===== src/sv/acbt_pkg.sv =====
// Shared types and constants of the alpha crop box tracker.
// No dependencies; every other file but acbt_fifo refers to it by scoped names.
package acbt_pkg;

    // largest frame side; bigger register values are held at this
    localparam int MAX_DIM  = 4096;

    localparam int DIM_W    = 13;  // frame size registers
    localparam int XY_W     = 13;  // internal column / row coordinates
    localparam int THR_W    = 8;
    localparam int PAD_W    = 12;
    localparam int ALPHA_W  = 8;
    localparam int OUT_XY_W = 12;
    localparam int OUT_WH_W = 13;
    localparam int IDX_W    = 2;

    typedef logic [IDX_W-1:0] t_reg_idx;

    localparam t_reg_idx REG_FRAME_WIDTH     = 2'd0;
    localparam t_reg_idx REG_FRAME_HEIGHT    = 2'd1;
    localparam t_reg_idx REG_ALPHA_THRESHOLD = 2'd2;
    localparam t_reg_idx REG_PAD_AMOUNT      = 2'd3;

    // effective frame size, already limited to 1..MAX_DIM
    typedef struct packed {
        logic [DIM_W-1:0] w;
        logic [DIM_W-1:0] h;
    } t_frame;

    // raw box of one pass, handed from the front to the back
    typedef struct packed {
        logic            hit;
        logic [XY_W-1:0] min_x;
        logic [XY_W-1:0] max_x;
        logic [XY_W-1:0] min_y;
        logic [XY_W-1:0] max_y;
    } t_box;

    typedef struct packed {
        logic [OUT_XY_W-1:0] crop_x;
        logic [OUT_XY_W-1:0] crop_y;
        logic [OUT_WH_W-1:0] crop_w;
        logic [OUT_WH_W-1:0] crop_h;
        logic                found;
    } t_res;

endpackage


===== src/sv/acbt_fifo.sv =====
// Small synchronous FIFO with occupancy count.
// Used for the box queue and the result queue; no package dependency.
module acbt_fifo #(
    parameter int W     = 8,
    parameter int DEPTH = 2
) (
    input  logic                         i_clk,
    input  logic                         i_rst_n,
    input  logic                         i_wr,
    input  logic [W-1:0]                 i_din,
    input  logic                         i_rd,
    output logic [W-1:0]                 o_dout,
    output logic                         o_full,
    output logic                         o_empty,
    output logic [$clog2(DEPTH+1)-1:0]   o_count
);

    localparam int AW = (DEPTH > 1) ? $clog2(DEPTH) : 1;
    localparam int CW = $clog2(DEPTH + 1);

    logic [W-1:0]  r_mem [DEPTH];
    logic [AW-1:0] r_wp;
    logic [AW-1:0] r_rp;
    logic [CW-1:0] r_cnt;
    logic          wr_ok;
    logic          rd_ok;

    assign o_full  = (r_cnt == CW'(DEPTH));
    assign o_empty = (r_cnt == '0);
    assign o_count = r_cnt;
    assign o_dout  = r_mem[r_rp];
    assign wr_ok   = i_wr && !o_full;
    assign rd_ok   = i_rd && !o_empty;

    always_ff @(posedge i_clk) begin
        if (wr_ok) begin
            r_mem[r_wp] <= i_din;
        end
    end

    always_ff @(posedge i_clk) begin
        if (!i_rst_n) begin
            r_wp  <= '0;
            r_rp  <= '0;
            r_cnt <= '0;
        end else begin
            if (wr_ok) begin
                r_wp <= (r_wp == AW'(DEPTH - 1)) ? '0 : r_wp + AW'(1);
            end
            if (rd_ok) begin
                r_rp <= (r_rp == AW'(DEPTH - 1)) ? '0 : r_rp + AW'(1);
            end
            if (wr_ok && !rd_ok) begin
                r_cnt <= r_cnt + CW'(1);
            end else if (rd_ok && !wr_ok) begin
                r_cnt <= r_cnt - CW'(1);
            end
        end
    end

endmodule


===== src/sv/acbt_front.sv =====
// Front end: raster counters, threshold test and running box tracking.
// Emits one acbt_pkg::t_box per pass; depends on acbt_pkg.
module acbt_front (
    input  logic                          i_clk,
    input  logic                          i_rst_n,
    input  acbt_pkg::t_frame              i_frame,
    input  logic [acbt_pkg::THR_W-1:0]    i_thr,
    input  logic                          i_accept,
    input  logic [acbt_pkg::ALPHA_W-1:0]  i_alpha,
    input  logic                          i_last,
    output logic                          o_box_wr,
    output acbt_pkg::t_box                o_box
);

    localparam int XW = acbt_pkg::XY_W;

    logic [XW-1:0] r_col, r_row, r_min_x, r_max_x, r_min_y, r_max_y;
    logic          r_any;
    logic [XW-1:0] n_col, n_row, n_min_x, n_max_x, n_min_y, n_max_y;
    logic          n_any;
    logic [XW-1:0] col, row, col_inc, row_inc;
    logic          hit;

    always_comb begin
        col     = (r_col >= i_frame.w) ? '0 : r_col;
        row     = (r_row >= i_frame.h) ? '0 : r_row;
        col_inc = col + XW'(1);
        row_inc = row + XW'(1);
        hit     = (i_alpha > i_thr);

        n_min_x = r_min_x;
        n_max_x = r_max_x;
        n_min_y = r_min_y;
        n_max_y = r_max_y;
        n_any   = r_any;
        if (hit) begin
            n_any = 1'b1;
            if (!r_any) begin
                n_min_x = col;
                n_max_x = col;
                n_min_y = row;
                n_max_y = row;
            end else begin
                if (col < r_min_x) n_min_x = col;
                if (col > r_max_x) n_max_x = col;
                if (row < r_min_y) n_min_y = row;
                if (row > r_max_y) n_max_y = row;
            end
        end

        if (col_inc >= i_frame.w) begin
            n_col = '0;
            n_row = (row_inc >= i_frame.h) ? '0 : row_inc;
        end else begin
            n_col = col_inc;
            n_row = row;
        end

        o_box.hit   = n_any;
        o_box.min_x = n_min_x;
        o_box.max_x = n_max_x;
        o_box.min_y = n_min_y;
        o_box.max_y = n_max_y;
        o_box_wr    = i_accept && i_last;
    end

    always_ff @(posedge i_clk) begin
        if (!i_rst_n || (i_accept && i_last)) begin
            // clear tracking at reset and after the pass is handed off
            r_col   <= '0;
            r_row   <= '0;
            r_min_x <= '1;
            r_max_x <= '0;
            r_min_y <= '1;
            r_max_y <= '0;
            r_any   <= 1'b0;
        end else if (i_accept) begin
            r_col   <= n_col;
            r_row   <= n_row;
            r_min_x <= n_min_x;
            r_max_x <= n_max_x;
            r_min_y <= n_min_y;
            r_max_y <= n_max_y;
            r_any   <= n_any;
        end
    end

endmodule


===== src/sv/acbt_back.sv =====
// Back end: pads, clamps and evens a queued box over two steps, then
// queues the result. Depends on acbt_pkg and acbt_fifo.
module acbt_back #(
    parameter int OUT_DEPTH = 4
) (
    input  logic                        i_clk,
    input  logic                        i_rst_n,
    input  acbt_pkg::t_frame            i_frame,
    input  logic [acbt_pkg::PAD_W-1:0]  i_pad,
    input  logic                        i_box_valid,
    input  acbt_pkg::t_box              i_box,
    output logic                        o_box_rd,
    input  logic                        i_pop,
    output acbt_pkg::t_res              o_res,
    output logic                        o_empty
);

    localparam int XW = acbt_pkg::XY_W;
    localparam int CW = $clog2(OUT_DEPTH + 1);

    typedef struct packed {
        logic [XW-1:0] s;
        logic [XW-1:0] e;
    } t_span;

    typedef struct packed {
        logic [XW-1:0] start;
        logic [XW-1:0] len;
    } t_axis;

    // clamp the raw span into the frame and grow it by the padding
    function automatic t_span pad_span(input logic [XW-1:0] lo, input logic [XW-1:0] hi,
                                       input logic [XW-1:0] lim,
                                       input logic [acbt_pkg::PAD_W-1:0] pad);
        logic [XW-1:0] top;
        logic [XW-1:0] lo_c;
        logic [XW-1:0] hi_c;
        logic [XW-1:0] pad_x;
        logic [XW:0]   e_raw;
        t_span         sp;
        top   = lim - XW'(1);
        lo_c  = (lo > top) ? top : lo;
        hi_c  = (hi > top) ? top : hi;
        pad_x = XW'(pad);
        if (hi_c < lo_c) hi_c = lo_c;
        sp.s  = (lo_c > pad_x) ? lo_c - pad_x : '0;
        e_raw = {1'b0, hi_c} + (XW+1)'(1) + {1'b0, pad_x};
        sp.e  = (e_raw > {1'b0, lim}) ? lim : e_raw[XW-1:0];
        return sp;
    endfunction

    // make the length even where possible, then at least 2
    function automatic t_axis even_axis(input t_span sp, input logic [XW-1:0] lim);
        t_axis ax;
        ax.start = sp.s;
        ax.len   = sp.e - sp.s;
        if (ax.len[0]) begin
            if (sp.e < lim) begin
                ax.len = ax.len + XW'(1);
            end else if (sp.s != '0) begin
                ax.start = sp.s - XW'(1);
                ax.len   = ax.len + XW'(1);
            end
        end
        if (ax.len < XW'(2)) ax.len = XW'(2);
        return ax;
    endfunction

    logic          r_s1_v;
    logic          r_s1_hit;
    t_span         r_s1_x;
    t_span         r_s1_y;
    t_span         n_s1_x;
    t_span         n_s1_y;
    t_axis         ax_x;
    t_axis         ax_y;
    acbt_pkg::t_res res;
    logic [CW-1:0] out_cnt;
    logic          out_full;
    logic [$bits(acbt_pkg::t_res)-1:0] out_dout;

    // take a box only when the result queue has room for everything in flight
    assign o_box_rd = i_box_valid && ((32'(out_cnt) + 32'(r_s1_v)) < OUT_DEPTH);

    assign n_s1_x = pad_span(i_box.min_x, i_box.max_x, i_frame.w, i_pad);
    assign n_s1_y = pad_span(i_box.min_y, i_box.max_y, i_frame.h, i_pad);

    always_ff @(posedge i_clk) begin
        if (!i_rst_n) begin
            r_s1_v <= 1'b0;
        end else begin
            r_s1_v <= o_box_rd;
        end
    end

    always_ff @(posedge i_clk) begin
        if (o_box_rd) begin
            r_s1_hit <= i_box.hit;
            r_s1_x   <= n_s1_x;
            r_s1_y   <= n_s1_y;
        end
    end

    always_comb begin
        ax_x = even_axis(r_s1_x, i_frame.w);
        ax_y = even_axis(r_s1_y, i_frame.h);
        if (r_s1_hit) begin
            res.crop_x = ax_x.start[acbt_pkg::OUT_XY_W-1:0];
            res.crop_y = ax_y.start[acbt_pkg::OUT_XY_W-1:0];
            res.crop_w = acbt_pkg::OUT_WH_W'(ax_x.len);
            res.crop_h = acbt_pkg::OUT_WH_W'(ax_y.len);
            res.found  = 1'b1;
        end else begin
            res.crop_x = '0;
            res.crop_y = '0;
            res.crop_w = acbt_pkg::OUT_WH_W'(i_frame.w);
            res.crop_h = acbt_pkg::OUT_WH_W'(i_frame.h);
            res.found  = 1'b0;
        end
    end

    acbt_fifo #(
        .W     ($bits(acbt_pkg::t_res)),
        .DEPTH (OUT_DEPTH)
    ) u_out_q (
        .i_clk   (i_clk),
        .i_rst_n (i_rst_n),
        .i_wr    (r_s1_v),
        .i_din   (res),
        .i_rd    (i_pop),
        .o_dout  (out_dout),
        .o_full  (out_full),
        .o_empty (o_empty),
        .o_count (out_cnt)
    );

    assign o_res = acbt_pkg::t_res'(out_dout);

    a_no_overflow: assert property (@(posedge i_clk) disable iff (!i_rst_n)
        r_s1_v |-> !out_full)
        else $error("result queue written while full");

endmodule


===== src/sv/alpha_crop_box_tracker_unit.sv =====
// Top level of the alpha crop box tracker: configuration registers,
// front end, box queue and back end. Depends on acbt_pkg and all acbt_ modules.
//
// Pixel channel: an item (i_alpha, i_last_of_pass) is taken at a clock edge
// with push high and full low. One pixel per clock is taken while full is low;
// full rises only when the box queue (two entries) is filled with passes that the
// back end has not yet taken.
// Result channel: a box is on o_crop_* / o_found while empty is low and is
// taken at an edge with pop high. Only the pixel marked last of pass makes
// a result; it passes through the box queue and the pad stage into the
// result queue. The back end finishes one box per cycle while the result
// queue has room, set by its single pad stage.
// Stalls: while pop is held low, up to four results wait in the result
// queue, then boxes wait in the box queue; pixels keep flowing until that
// queue is full.
// Reset (i_rst_n low, synchronous) loads the default registers
// (2048 x 2048, threshold 1, padding 10) and empties all queues and
// tracking state. Write configuration only while no pass is in flight.
module alpha_crop_box_tracker_unit (
    input  logic                                i_clk,
    input  logic                                i_rst_n,
    input  logic                                push,
    output logic                                full,
    input  logic [acbt_pkg::ALPHA_W-1:0]        i_alpha,
    input  logic                                i_last_of_pass,
    output logic                                empty,
    input  logic                                pop,
    output logic [acbt_pkg::OUT_XY_W-1:0]       o_crop_x,
    output logic [acbt_pkg::OUT_XY_W-1:0]       o_crop_y,
    output logic [acbt_pkg::OUT_WH_W-1:0]       o_crop_w,
    output logic [acbt_pkg::OUT_WH_W-1:0]       o_crop_h,
    output logic                                o_found,
    input  logic                                i_cfg_we,
    input  acbt_pkg::t_reg_idx                  i_cfg_idx,
    input  logic [acbt_pkg::DIM_W-1:0]          i_cfg_data
);

    localparam int DW      = acbt_pkg::DIM_W;
    localparam int DIM_CAP = (acbt_pkg::MAX_DIM > (2 ** DW) - 1) ? (2 ** DW) - 1
                                                                 : acbt_pkg::MAX_DIM;
    localparam logic [DW-1:0] CAP_V = DW'(DIM_CAP);
    localparam int BOX_W   = $bits(acbt_pkg::t_box);

    logic [DW-1:0]                  r_frame_w;
    logic [DW-1:0]                  r_frame_h;
    logic [acbt_pkg::THR_W-1:0]     r_thr;
    logic [acbt_pkg::PAD_W-1:0]     r_pad;

    acbt_pkg::t_frame               frame;
    acbt_pkg::t_box                 box_in;
    acbt_pkg::t_box                 box_out;
    acbt_pkg::t_res                 res;
    logic [BOX_W-1:0]               box_dout;
    logic                           accept;
    logic                           box_wr;
    logic                           box_rd;
    logic                           box_empty;
    logic [1:0]                     box_cnt;

    always_ff @(posedge i_clk) begin
        if (!i_rst_n) begin
            r_frame_w <= DW'(2048);
            r_frame_h <= DW'(2048);
            r_thr     <= acbt_pkg::THR_W'(1);
            r_pad     <= acbt_pkg::PAD_W'(10);
        end else if (i_cfg_we) begin
            case (i_cfg_idx)
                acbt_pkg::REG_FRAME_WIDTH:     r_frame_w <= i_cfg_data;
                acbt_pkg::REG_FRAME_HEIGHT:    r_frame_h <= i_cfg_data;
                acbt_pkg::REG_ALPHA_THRESHOLD: r_thr <= i_cfg_data[acbt_pkg::THR_W-1:0];
                acbt_pkg::REG_PAD_AMOUNT:      r_pad <= i_cfg_data[acbt_pkg::PAD_W-1:0];
                default: ;
            endcase
        end
    end

    // zero counts as one, oversize is held at the maximum
    always_comb begin
        frame.w = (r_frame_w == '0) ? DW'(1) : ((r_frame_w > CAP_V) ? CAP_V : r_frame_w);
        frame.h = (r_frame_h == '0) ? DW'(1) : ((r_frame_h > CAP_V) ? CAP_V : r_frame_h);
    end

    assign accept = push && !full;

    acbt_front u_front (
        .i_clk    (i_clk),
        .i_rst_n  (i_rst_n),
        .i_frame  (frame),
        .i_thr    (r_thr),
        .i_accept (accept),
        .i_alpha  (i_alpha),
        .i_last   (i_last_of_pass),
        .o_box_wr (box_wr),
        .o_box    (box_in)
    );

    acbt_fifo #(
        .W     (BOX_W),
        .DEPTH (2)
    ) u_box_q (
        .i_clk   (i_clk),
        .i_rst_n (i_rst_n),
        .i_wr    (box_wr),
        .i_din   (box_in),
        .i_rd    (box_rd),
        .o_dout  (box_dout),
        .o_full  (full),
        .o_empty (box_empty),
        .o_count (box_cnt)
    );

    assign box_out = acbt_pkg::t_box'(box_dout);

    acbt_back #(
        .OUT_DEPTH (4)
    ) u_back (
        .i_clk       (i_clk),
        .i_rst_n     (i_rst_n),
        .i_frame     (frame),
        .i_pad       (r_pad),
        .i_box_valid (!box_empty),
        .i_box       (box_out),
        .o_box_rd    (box_rd),
        .i_pop       (pop),
        .o_res       (res),
        .o_empty     (empty)
    );

    assign o_crop_x = res.crop_x;
    assign o_crop_y = res.crop_y;
    assign o_crop_w = res.crop_w;
    assign o_crop_h = res.crop_h;
    assign o_found  = res.found;

    a_last_queued: assert property (@(posedge i_clk) disable iff (!i_rst_n)
        (accept && i_last_of_pass) |=> !box_empty)
        else $error("accepted end of pass did not reach the box queue");

    a_no_spurious_box: assert property (@(posedge i_clk) disable iff (!i_rst_n)
        !(accept && i_last_of_pass) |=> (box_cnt <= $past(box_cnt)))
        else $error("box queue grew without an end of pass");

    a_rd_nonempty: assert property (@(posedge i_clk) disable iff (!i_rst_n)
        box_rd |-> !box_empty)
        else $error("back end took a box from an empty queue");

endmodule

===== config.mk =====
export PLATFORM = sky130hd
export DESIGN_NAME = alpha_crop_box_tracker_unit
export DESIGN_NICKNAME = d
export VERILOG_FILES = /design/src/sv/acbt_pkg.sv /design/src/sv/acbt_fifo.sv /design/src/sv/acbt_front.sv /design/src/sv/acbt_back.sv /design/src/sv/alpha_crop_box_tracker_unit.sv
export SDC_FILE = /design/constraint.sdc
export NUM_CORES = 1
export LEC_CHECK = 0
export BUFFER_PORTS_ARGS = -buffer_cell sky130_fd_sc_hd__buf_2
export CELL_PAD_IN_SITES_DETAIL_PLACEMENT = 1
export CELL_PAD_IN_SITES_GLOBAL_PLACEMENT = 2
export CORE_MARGIN = 2
export CORE_UTILIZATION = 40
export DETAILED_ROUTE_END_ITERATION = 8
export HOLD_SLACK_MARGIN = 0.02
export PLACE_DENSITY = 0.82
export REMOVE_ABC_BUFFERS = 1
export SLEW_MARGIN = 15
export SYNTH_ARGS = -nofsm -noshare
export SYNTH_HDL_FRONTEND = slang
export SYNTH_SLANG_ARGS = --single-unit

===== constraint.sdc =====
create_clock -name i_clk -period 14.3 [get_ports i_clk]
set_input_delay 2.86 -clock i_clk [delete_from_list [all_inputs] [get_ports i_clk]]
set_output_delay 2.86 -clock i_clk [all_outputs]
set_load 0.1 [all_outputs]

Word level (Yosys, flattened, before mapping)
Memories as Yosys holds them, arrays and structs flattened. A register that Yosys moved wholly into a read port is not among the register bits.
Cells that the tools add are included.
Operators by class
  equal/unequal tests: 7
  reductions and logical operators: 34
  mux-type cells: 57
  add/sub/neg operators: 25
  $lt $le $gt $ge: 26
Operators with widths (count)
  $mux W13: 33
  $mux W25: 4
  $gt A13 B13 Y1: 6
  $lt A13 B13 Y1: 6
  $add A13 B1 Y13 const B: 4
  $ge A13 B13 Y1: 4
  $mux W51: 1
  $lt A32 B3 Y1 const B: 1
  $add A13 B1 Y14 const B: 2
  $add A14 B12 Y14: 2
  $gt A14 B13 Y1: 2
  $gt A13 B12 Y1: 2
  $gt A13 B13 Y1 const B: 2
  $logic_not A13 Y1: 2
  $lt A13 B2 Y1 const B: 2
  $reduce_bool A13 Y1: 2
  $sub A13 B1 Y13 const B: 2
  $sub A13 B12 Y13: 2
  $sub A13 B13 Y13: 2
  $mux W12: 2
  $sub A12 B1 Y12 const B: 2
  $mux W2: 6
  $logic_and A1 B1 Y1: 11
  $eq A2 B2 Y1 const B: 5
  17 further kinds: 42
Word-level totals
  RAM bits: 310
  logic and storage cells: 174
  output and inout port bits: 53
  bits in registers: 190
  memories kept: 2
Memories
  u_back.u_out_q.r_mem: depth 4, bits a word 51, rd ports 1, clocked after memory_dff 1, write ports 1, line acbt_fifo.sv:21  | logic [W-1:0] r_mem [DEPTH];
  u_box_q.r_mem: depth 2, bits a word 53, rd ports 1, clocked after memory_dff 1, write ports 1, line acbt_fifo.sv:21

Longest topological paths before layout
Gate-level depths: netlist of the first run.
  word-level depth: 12
  gate-level depth with buffers: 52

Cells and area by module
From an unflattened synthesis of the first run, not the netlist that was laid out.
Second synthesis, totals
  cell total of the unflattened synthesis: 3165
  area, all modules: 32537.5 µm²
Modules (own cells, without submodules)
  acbt_back: times used 1, seq. area each 1611.5 µm², area each 11571.1 µm², cells each 1512
  acbt_fifo at u_back.u_out_q: times used 1, seq. area each 6306.0 µm², area each 7898.8 µm², cells each 318
  acbt_front: times used 1, seq. area each 1581.5 µm², area each 7059.3 µm², cells each 912
  acbt_fifo at u_box_q: times used 1, seq. area each 3283.1 µm², area each 4056.4 µm², cells each 190
  alpha_crop_box_tracker_unit: times used 1, seq. area each 920.9 µm², area each 1951.9 µm², cells each 233

Worst setup path before layout of the first run
OpenSTA, ideal clock, no wires.
  path kind: flip-flop to flip-flop
  start point: reg (tool-made name)
  end point: reg u_back.r_s1_x[10] in the netlist's numbering (data pin)
  data required time: 14040 ps
  buffers on the path: 7
  library setup time: 260 ps
  clock period less this slack: 9808 ps
  stages on the path, launching flop included: 48
  slack: 4492 ps
  arrival time: 9548 ps
  cells stage by stage: dfxtp_1 clkbuf_1 buf_2 buf_1 clkbuf_1 mux2_2 ha_1 nand2_1 or3_1 a2111o_1 or4b_1 a32oi_1 nand2b_1 clkbuf_1 nand2_1 o21ai_0 ha_1 a21o_1 (+12 left out) a21o_1 a21o_1 a21o_1 nand2_1 nand2b_1 xnor2_1 inv_1 ha_1 a21o_1 a21oi_1 o21ai_0 a21o_1 a21o_1 a21oi_1 nor2_1 a21o_4 buf_8 mux2_4
RTL lines
  end signal, assigned: line acbt_back.sv:99  | r_s1_x <= n_s1_x;
  end, declared: line acbt_back.sv:71  | t_span r_s1_x;

==> results of run 1 <==
==> state kept, by name, summed over array words and instances, names as in the netlist, 2 cells and up, named ones only <==
register,count
r_frame_h,13
r_frame_w,13
r_pad,12
r_thr,8
u_back.r_s1_x,26
u_back.r_s1_y,26
u_back.u_out_q.o_count,3
u_back.u_out_q.r_mem,204
u_back.u_out_q.r_rp,2
u_back.u_out_q.r_wp,2
u_box_q.o_count,2
u_box_q.r_mem,106
u_front.r_col,13
u_front.r_max_x,13
u_front.r_max_y,13
u_front.r_min_x,13
u_front.r_min_y,13
u_front.r_row,13
==> area by class of cell <==
cell class,count,area share
clock buffers,62,0.04014
multi-input cells,2204,0.4770
inverters,232,0.02455
well taps,1050,0.03704
clock inverters,40,0.01594
repair buffers,115,0.01863
flip-flops and latches,503,0.3865
diodes,2,0.0001411
==> routing by layer <==
layer,GRT usage,wire length (um),vias to the layer above
li1,-,-,11300
met1,0.3099,43690,11820
met2,0.3868,44730,434
met3,0.03172,3703,125
met4,0.05524,2330,6
met5,0,35,-
==> power groups by stage <==
stage | Combinational, mW | Sequential, mW | Clock, mW
4_1_cts | 5.28 | 2.20 | 1.59
6_report | 5.29 | 2.20 | 1.56
3_5_place_dp | 5.24 | 2.23 | 0
5_1_grt | 5.78 | 2.22 | 1.64
2_1_floorplan | 3.93 | 2.22 | 0
3_3_place_gp | 5.01 | 2.22 | 0
==> cells by family (layout without fill, tap and decap cells) <==
group | Yosys count | after routing | share of synthesized area
adder cells (fa/ha/maj) | 321 | 321 | 0.1277
XOR/XNOR | 137 | 137 | 0.03768
AO/OA/AOI/OAI | 623 | 623 | 0.1284
flip-flops | 503 | 503 | 0.4303
AND/OR/NAND/NOR | 886 | 886 | 0.1361
other | 0 | 2 | 0
multiplexers | 237 | 237 | 0.09940
buffers and inverters | 339 | 449 | 0.04047
==> layout by cell type, fill, tap and decap left out, types with 23 or more instances in the layout <==
cell type  netlist  routed
nand2b_1        25      25
nand3_1         61      61
ha_1           313     313
nor2b_1         61      61
a21o_1          74      74
buf_2            4      81
mux4_2          51      51
clkbuf_16        0      56
mux2i_1         83      83
and3_1          24      23
o211ai_1        38      38
and2_1          37      32
xnor2_1         89      89
edfxtp_1       363     363
nand2_1        282     282
mux2_2          72      72
nor3_1          45      43
inv_1          229     229
nor2_1         193     192
o21ai_0        132     132
mux2_1          24      24
buf_4            0      34
a21boi_0        39      39
dfxtp_1        140     137
nand4_1         59      59
a21oi_1        146     145
xor2_1          48      48
o21a_1          31      31
==> critical path: cells and delay by family, from the launching register on <==
kind            cells  cell delay, ns
flops               1            0.37
mux                 2            0.76
simple gates       13            3.45
xor+xnor            1            0.16
compound gates     20            4.83
fa+ha+maj           5            1.58
==> path summary, 6_finish.rpt <==
| path | startpoint | endpoint | slack [ns] | cells after the start |
|---|---|---|---|---|
| hold / removal | u_front.r_max_y[10] | u_front.r_max_y[10] | 0.48 | 2 |
| setup reg to reg | r_frame_w[7] | u_back.r_s1_x[3] | 2.85 | 41 |
| setup / recovery | r_frame_w[7] | u_back.r_s1_x[3] | 2.85 | 41 |
| hold reg to reg | u_front.r_max_y[10] | u_front.r_max_y[10] | 0.48 | 2 |
==> flow_metrics.py, run 1 <==
metrics = {
    "finish": {
        "multi_input_comb_area_sq_um": 16920,
        "nFillCells": 8634,
        "final_area_sq_um": 35470,
        "fin_util": 0.4497,
        "regArea_sq_um": 13710,
        "fin_nets": 3460,
        "areaGrowthSynthToFinish_pct": 11.38,
        "final_cells": 4208,
        "drive_above_1_share": 0.1217,
    },
    "synthesis": {
        "synth_most_common_cell": "edfxtp_1",
        "synth_top_area_share": 0.3423,
        "ys_top_cells_by_count": "edfxtp_1, ha_1, nand2_1",
        "synthFlopType": "edfxtp_1",
        "netlist_area_sq_um": 31850,
        "synthCells": 3046,
        "avgSynthCellArea_sq_um": 10.45,
        "yosysUniqueCellTypes": 91,
        "async_reset_ff_frac": 0,
        "synth_seq_cells": 503,
        "synth_edf_count": 363,
        "yosys.area.top_type": "edfxtp_1",
        "ys_seq_area_frac": 0.4303,
        "ys_top_cells_by_area": "edfxtp_1, ha_1, dfxtp_1, mux4_2, nand2_1",
        "yosysWarnings": 0,
    },
    "clock_network": {
        "cts_hold_buf": 0,
        "cts_buffers": 55,
        "htree_levels": 2,
        "clk_pin_slew_ns": 0.06,
        "cts_tree": "yes",
        "cts_resized": 0,
        "clk-insertion-delay-late_ns": 0.63,
        "postCtsSetupRepairBufs": 0,
        "clock_path_buffers": 3,
        "clock_tree.root_cell": "clkbuf_16",
        "clkSinkCount": 503,
    },
    "pwr": {
        "ir_worst_vdd_v": 0.0001304,
        "switching_power_mw": 4.112,
        "pwr-share-comb": 0.585,
        "leakage_nw": 14.09,
        "p_total_mw": 9.049,
        "seqPwrFrac": 0.243,
        "switching_share": 0.4544,
        "p_int_mw": 4.937,
        "p_per_area_nw_per_um2": 255.1,
        "power_frac_clock": 0.172,
    },
    "floorplan": {
        "dieArea_sq_um": 81890,
        "num_rows": 103,
        "num_io_pins": 82,
        "die_width_um": 286.2,
        "initial_utilization": 0.4038,
        "fp.coreArea_sq_um": 78870,
        "die_h_um": 286.2,
    },
    "sta": {
        "drv_slew": 0,
        "relSlewSlack": 0.2341,
        "clock.fmax_ghz": 0.08736,
        "rsz0062_at_grt": "false",
        "finalCritPeriodShare": 0.8005,
        "tightestPinTransition_ns": 1.134,
        "hold_viol_final": 0,
        "fin_ws_ns": 2.853,
        "whs_ns": 0.4780,
        "fin_crit_ns": 11.45,
        "fin_setup_tns_ns": 0,
        "setup-violations-final": 0,
        "skew_ns": 0.03280,
    },
    "placement": {
        "dpl_cell_area_sq_um": 33460,
        "dp_slack_ns": 2.846,
        "hpwl_mm": 73.24,
        "gp_congestion": 0.9326,
        "io_buffers": 81,
        "dp_cells": 4104,
    },
    "critical_path": {
        "max_stage_delay_ns": 0.59,
        "cp_common_cell": "a21o_1",
        "start_kind": "register",
        "required_ns": 14.65,
        "critical-path-slowest-cell": "o41ai_1",
        "timing_worst_setup_path_type": "reg -> reg",
        "end_kind": "register",
        "cp_max_fo": 21,
        "crit_arrival_ns": 11.79,
    },
    "global_routing": {
        "grt_overflow_total": 0,
        "antenna_found_initial": 4,
        "grt_pass1_wl_mm": 146.4,
        "grt_pass1_vias": 24970,
        "grt_max_degree": 69,
        "grt_use_total": 0.2288,
    },
    "route": {
        "via_per_inst": 5.627,
        "post-route-drc-count": 0,
        "wl_mm": 94.50,
        "drt-wirelength-per-cell_um": 22.46,
        "vias": 23680,
        "drt_iter0_markers": 1395,
        "postRouteAntennaNets": 0,
        "dr.pass1.iters": 5,
    },
    "job": {
        "maxCapViolCount": 0,
    },
    "run_status": {
        "status": "finished clean",
    },
    "worst_hold_path": {
        "hp-class": "reg -> reg",
    },
}
Note: power is estimated with default switching activity, not from simulation.
==> run 2: changes to the inputs <==
--- a/config.mk
+++ b/config.mk
@@ -9,10 +9,10 @@
 export CELL_PAD_IN_SITES_DETAIL_PLACEMENT = 1
 export CELL_PAD_IN_SITES_GLOBAL_PLACEMENT = 2
 export CORE_MARGIN = 2
-export CORE_UTILIZATION = 40
+export CORE_UTILIZATION = 39
 export DETAILED_ROUTE_END_ITERATION = 8
 export HOLD_SLACK_MARGIN = 0.02
-export PLACE_DENSITY = 0.82
+export PLACE_DENSITY = 0.83
 export REMOVE_ABC_BUFFERS = 1
 export SLEW_MARGIN = 15
 export SYNTH_ARGS = -nofsm -noshare
==> constraint.sdc (replaced) <==
create_clock -name i_clk -period 10 [get_ports i_clk]
set_input_delay 2 -clock i_clk [delete_from_list [all_inputs] [get_ports i_clk]]
set_output_delay 2 -clock i_clk [all_outputs]
set_load 0.1 [all_outputs]
==> run 2 against run 1 <==
  * Clock power is 37% higher
  * Via count grew 2.1%
  * Register-to-register slack got worse by 2.4 ns
  * Total power up 46%
  * Hold slack better by 0.0051 ns
  * Critical endpoint is now u_back.r_s1_y[4]
==> flow_metrics.py, run 2 (same netlist as run 1, synthesis figures left out) <==
metrics = {
    "global_routing": {
        "antenna_found_initial": 4,
        "grt_use_total": 0.2288,
        "grt_pass1_wl_mm": 149.3,
        "grt_max_degree": 69,
        "grt_overflow_total": 0,
        "grt_pass1_vias": 26000,
    },
    "floorplan": {
        "num_io_pins": 82,
        "num_rows": 104,
        "die_h_um": 289.8,
        "initial_utilization": 0.3947,
        "die_width_um": 289.8,
        "fp.coreArea_sq_um": 80680,
        "dieArea_sq_um": 83960,
    },
    "finish": {
        "largest_register_ffs": 204,
        "mostFrequentLayoutCells": "edfxtp_1, ha_1, nand2_1",
        "fin_util": 0.4507,
        "top_regs": "u_back.u_out_q.r_mem (204), u_box_q.r_mem (106)",
        "regArea_sq_um": 13710,
        "layout_commonest_cell": "edfxtp_1",
        "areaGrowthSynthToFinish_pct": 14.18,
        "multi_input_comb_area_sq_um": 17170,
        "fin_nets": 3553,
        "top_register": "u_back.u_out_q.r_mem",
        "nFillCells": 8904,
        "drive_above_1_share": 0.1584,
    },
    "clock_network": {
        "clk_pin_slew_ns": 0.06,
        "cts_hold_buf": 0,
        "clock_path_buffers": 3,
        "cts_buffers": 57,
        "clk-insertion-delay-late_ns": 0.65,
        "cts_tree": "yes",
        "clkSinkCount": 503,
        "htree_levels": 2,
        "clock_tree.root_cell": "clkbuf_16",
    },
    "route": {
        "post-route-drc-count": 0,
        "drt_iter0_markers": 1136,
        "via_per_inst": 5.606,
        "dr.pass1.iters": 5,
        "wl_mm": 96.61,
        "drt-wirelength-per-cell_um": 22.40,
        "vias": 24180,
        "postRouteAntennaNets": 0,
    },
    "critical_path": {
        "crit_arrival_ns": 9.90,
        "critPathTopFamily": "compound AO/OA/AOI/OAI gates",
        "critical-path-slowest-cell": "or4_1",
        "timing_worst_setup_path_type": "reg -> reg",
        "cp.buffers_inverters": 6,
        "end_kind": "register",
        "required_ns": 10.39,
        "cp_max_fo": 12,
        "start_kind": "register",
        "max_stage_delay_ns": 0.53,
    },
    "pwr": {
        "p_total_mw": 13.22,
        "p_per_area_nw_per_um2": 363.7,
        "ir_worst_vdd_v": 0.0001679,
        "leakage_nw": 14.56,
    },
    "worst_hold_path": {
        "hp-class": "reg -> reg",
    },
    "sta": {
        "drv_slew": 0,
        "setup-violations-final": 0,
        "skew_ns": 0.05981,
        "hold_viol_final": 0,
        "tightestPinTransition_ns": 1.146,
        "fin_crit_ns": 9.513,
        "relSlewSlack": 0.2316,
        "finalCritPeriodShare": 0.9513,
        "clock.fmax_ghz": 0.1051,
    },
    "run_status": {
        "status": "finished clean",
    },
    "job": {
        "maxCapViolCount": 0,
    },
    "placement": {
        "hpwl_mm": 75.28,
        "gp_congestion": 0.9382,
        "io_buffers": 81,
    },
}
[run 2: cell count changes in the layout (fill, tap and decap cells not counted), sizes merged]
cell      previous run  this run
a21o                75        76
buf                115       205
bufinv              12         7
clkbuf              62        61
clkinv              21        33
clkinvlp             5         4
diode                2         1
inv                234       233
[run 2: metrics by stage]
| stage | area [sq um] | hold slack, ns | setup WS (ns) | std cells | setup TNS, ns |
|---|---|---|---|---|---|
| floorplan | 31430 | 0.4453 | 0.1782 | 2939 | 0 |
| detailed placement | 34050 | 0.4749 | -0.1650 | 4191 | -1.239 |
| global route | 36360 | 0.5049 | -0.04723 | 4311 | -0.2729 |
| finish | 36360 | 0.4831 | 0.4869 | 4312 | 0 |
| global placement | 34050 | 0.4546 | 0.1670 | 4191 | 0 |
| CTS | 36030 | 0.4873 | 0.03546 | 4298 | 0 |
[run 2: worst register-to-register path, delay by kind of cell, from the launching register on]
kind            cells  cell delay (ns)
compound gates     17             2.60
simple gates       12             2.45
buf+inv             6             1.01
flops               1             0.37
fa+ha+maj           6             1.79
mux                 2             0.68
xor+xnor            2             0.34
[run 2: repair_timing]
action / in CTS / in global routing
setup buffers: 1 / 12
endpoints found under the setup margin: 13 / 26
gates resized for setup: 7 / 50
pin swaps: 1 / 11
gates cloned: 0 / 1
[run 2: layout make-up]
class,instances,area share
well taps,1060,0.03648
inverters,232,0.02395
clock buffers,61,0.03964
clock inverters,45,0.01373
flip-flops and latches,503,0.3771
repair buffers,205,0.03685
multi-input cells,2205,0.4722
diodes,1,0.00006882
[run 2: power breakdown]
group / total (mW) / leakage, nW / internal (mW) / switching [mW]
clock network: 2.13 / 0.944 / 1.24 / 0.890
registers: 3.15 / 4.50 / 2.94 / 0.204
logic: 7.95 / 9.12 / 3.03 / 4.91
total: 13.2 / 14.6 / 7.21 / 6.01
[run 2: final timing paths]
path | start | end | slack, ns | depth (start not counted)
setup reg to reg | r_frame_h[9] | u_back.r_s1_y[4] | 0.49 | 45
hold / removal | u_front.r_max_y[4] | u_front.r_max_y[4] | 0.48 | 2
setup / recovery | r_frame_h[9] | u_back.r_s1_y[4] | 0.49 | 45
hold reg to reg | u_front.r_max_y[4] | u_front.r_max_y[4] | 0.48 | 2
[run 2: metal layers]
layer | vias up | global-route usage | share of wire
li1 | 11470 | - | -
met1 | 12080 | 0.3033 | 0.46
met2 | 454 | 0.3905 | 0.48
met3 | 163 | 0.02575 | 0.035
met4 | 6 | 0.07308 | 0.031
met5 | - | 0 | 0.00028
==> run 3: changes to the inputs <==
--- a/config.mk
+++ b/config.mk
@@ -5,7 +5,7 @@
 export SDC_FILE = /design/constraint.sdc
 export NUM_CORES = 1
 export LEC_CHECK = 0
-export BUFFER_PORTS_ARGS = -buffer_cell sky130_fd_sc_hd__buf_2
+export BUFFER_PORTS_ARGS = -buffer_cell sky130_fd_sc_hd__buf_4
 export CELL_PAD_IN_SITES_DETAIL_PLACEMENT = 1
 export CELL_PAD_IN_SITES_GLOBAL_PLACEMENT = 2
 export CORE_MARGIN = 2
@@ -14,6 +14,7 @@
 export HOLD_SLACK_MARGIN = 0.02
 export PLACE_DENSITY = 0.83
 export REMOVE_ABC_BUFFERS = 1
+export SETUP_SLACK_MARGIN = 0.05
 export SLEW_MARGIN = 15
 export SYNTH_ARGS = -nofsm -noshare
 export SYNTH_HDL_FRONTEND = slang
==> run 3 against run 2 <==
  * Count of clock-buffer cells in the layout rose by 3
  * Die area did not move
  * Critical path depth fell by 1
  * Combinational power rose by 2%
  * Worst setup slack got worse by 0.066 ns
  * Flip-flop and latch count did not move
  * Final cell count barely moved
==> flow_metrics.py, run 3 (same netlist as run 1, synthesis figures left out) <==
metrics = {
    "run_status": {
        "status": "finished clean",
    },
    "route": {
        "vias": 24130,
        "post-route-drc-count": 0,
        "wl_mm": 97.41,
        "drt-wirelength-per-cell_um": 22.60,
        "dr.pass1.iters": 5,
        "postRouteAntennaNets": 0,
        "drt_iter0_markers": 1309,
        "via_per_inst": 5.600,
    },
    "clock_network": {
        "clk_pin_slew_ns": 0.06,
        "clkSinkCount": 503,
        "cts_tree": "yes",
        "cts_buffers": 58,
        "clock_path_buffers": 3,
        "htree_levels": 2,
        "clock_tree.root_cell": "clkbuf_16",
        "clk-insertion-delay-late_ns": 0.65,
    },
    "job": {
        "maxCapViolCount": 0,
    },
    "critical_path": {
        "cp_max_fo": 6,
        "critical-path-slowest-cell": "or4b_4",
        "cp.buffers_inverters": 3,
        "cp_common_cell": "a21o_1",
        "cp_num_cells": 44,
        "critPathTopFamily": "compound AO/OA/AOI/OAI gates",
        "start_kind": "register",
        "crit_arrival_ns": 9.94,
        "required_ns": 10.36,
        "max_stage_delay_ns": 0.53,
        "reg2regPathDepth": 44,
        "timing_worst_setup_path_type": "reg -> reg",
        "end_kind": "register",
    },
    "sta": {
        "hold_viol_final": 0,
        "fin_setup_tns_ns": 0,
        "skew_ns": 0.04265,
        "drv_slew": 0,
        "finalCritPeriodShare": 0.9579,
        "setup-violations-final": 0,
        "tightestPinTransition_ns": 1.052,
        "rsz0062_at_grt": "false",
        "fin_crit_ns": 9.579,
        "relSlewSlack": 0.2960,
        "clock.fmax_ghz": 0.1044,
        "fin_ws_ns": 0.4207,
    },
    "pwr": {
        "power_frac_clock": 0.167,
        "ir_worst_vdd_v": 0.0001587,
        "pwr-share-comb": 0.600,
        "seqPwrFrac": 0.234,
        "switching_share": 0.4519,
        "p_per_area_nw_per_um2": 367.8,
        "switching_power_mw": 6.095,
        "leakage_nw": 14.66,
        "p_int_mw": 7.392,
    },
    "finish": {
        "top_register": "u_back.u_out_q.r_mem",
        "largest_register_ffs": 204,
        "drive_above_1_share": 0.1572,
        "fin_nets": 3550,
        "top_regs": "u_back.u_out_q.r_mem (204), u_box_q.r_mem (106)",
        "n_antenna_cell": 0,
        "mostFrequentLayoutCells": "edfxtp_1, ha_1, nand2_1",
        "areaGrowthSynthToFinish_pct": 15.16,
        "fin_util": 0.4546,
        "layout_commonest_cell": "edfxtp_1",
        "nFillCells": 8831,
    },
    "worst_hold_path": {
        "hp-class": "reg -> reg",
        "hold-path-cell-count": 2,
    },
    "placement": {
        "hpwl_mm": 74.37,
        "io_buffers": 81,
        "dp_slack_ns": 0.01144,
        "gp_congestion": 0.9280,
    },
    "global_routing": {
        "grt_use_met2": 0.3829,
        "antenna_found_initial": 3,
        "grt_pass1_wl_mm": 149.5,
        "grt_use_total": 0.2293,
        "grtUsageMet3": 0.03108,
        "use_met1": 0.3070,
        "busiest_layer": "met2",
        "grt_pass1_vias": 25700,
        "grt_max_degree": 69,
        "grt_overflow_total": 0,
    },
    "floorplan": {
        "dieArea_sq_um": 83960,
        "die_width_um": 289.8,
        "initial_utilization": 0.3947,
        "fp.coreArea_sq_um": 80680,
        "die_h_um": 289.8,
        "num_rows": 104,
        "num_io_pins": 82,
    },
}
[run 3: layer usage]
metal / wire length [um] / vias up / part of all wire
met3: 3437 / 167 / 0.035
met4: 3086 / 6 / 0.032
met1: 44970 / 12060 / 0.46
li1: - / 11490 / -
met5: 33 / - / 0.00034
met2: 45880 / 411 / 0.47
[run 3: area by class of cell]
type / count / area [sq um] / area share
Clock inverter: 45 / 560.5 / 0.01528
Sequential cell: 503 / 13710 / 0.3738
Tap cell: 1060 / 1326 / 0.03616
Inverter: 232 / 870.8 / 0.02375
Multi-Input combinational cell: 2205 / 17200 / 0.4689
Clock buffer: 64 / 1484 / 0.04046
Timing Repair Buffer: 201 / 1526 / 0.04162
[run 3: final timing paths]
kind / endpoint / slack, ns / from
setup / recovery: u_back.r_s1_x[3] / 0.42 / r_frame_w[1]
hold / removal: u_front.r_max_y[3] / 0.48 / u_front.r_max_y[3]
setup reg to reg: u_back.r_s1_x[3] / 0.42 / r_frame_w[1]
hold reg to reg: u_front.r_max_y[3] / 0.48 / u_front.r_max_y[3]
[run 3: repair_timing]
action                                  CTS  global route
gates resized for setup                   6            53
endpoints found under the setup margin   19            26
pin swaps                                 0            15
gates cloned                              0             1
setup buffers                             0            14
hold buffers                              0             0
[run 3: metrics by stage]
stage          total power [mW]  instance area (sq um)  hold WS (ns)  instances
2_1_floorplan             8.794                  31430        0.4453       2939
3_3_place_gp              10.51                  34230        0.4530       4186
3_5_place_dp              10.88                  34230        0.4709       4186
4_1_cts                   13.22                  36300        0.4796       4295
5_1_grt                   14.41                  36670        0.5028       4310
6_report                  13.49                  36670        0.4764       4310
[run 3: tightest hold or removal path, stage by stage, from the launching register on]
cell	delay [ns]
dfxtp_1	0.32
nand2_1	0.06
mux2i_1	0.05
[run 3: power groups by stage]
| stage | sequential [mW] | combinational [mW] | clock [mW] |
|---|---|---|---|
| 2_1_floorplan | 3.17 | 5.62 | 0 |
| 3_3_place_gp | 3.17 | 7.34 | 0 |
| 3_5_place_dp | 3.19 | 7.69 | 0 |
| 4_1_cts | 3.15 | 7.77 | 2.29 |
| 5_1_grt | 3.18 | 8.85 | 2.37 |
| 6_report | 3.15 | 8.09 | 2.25 |
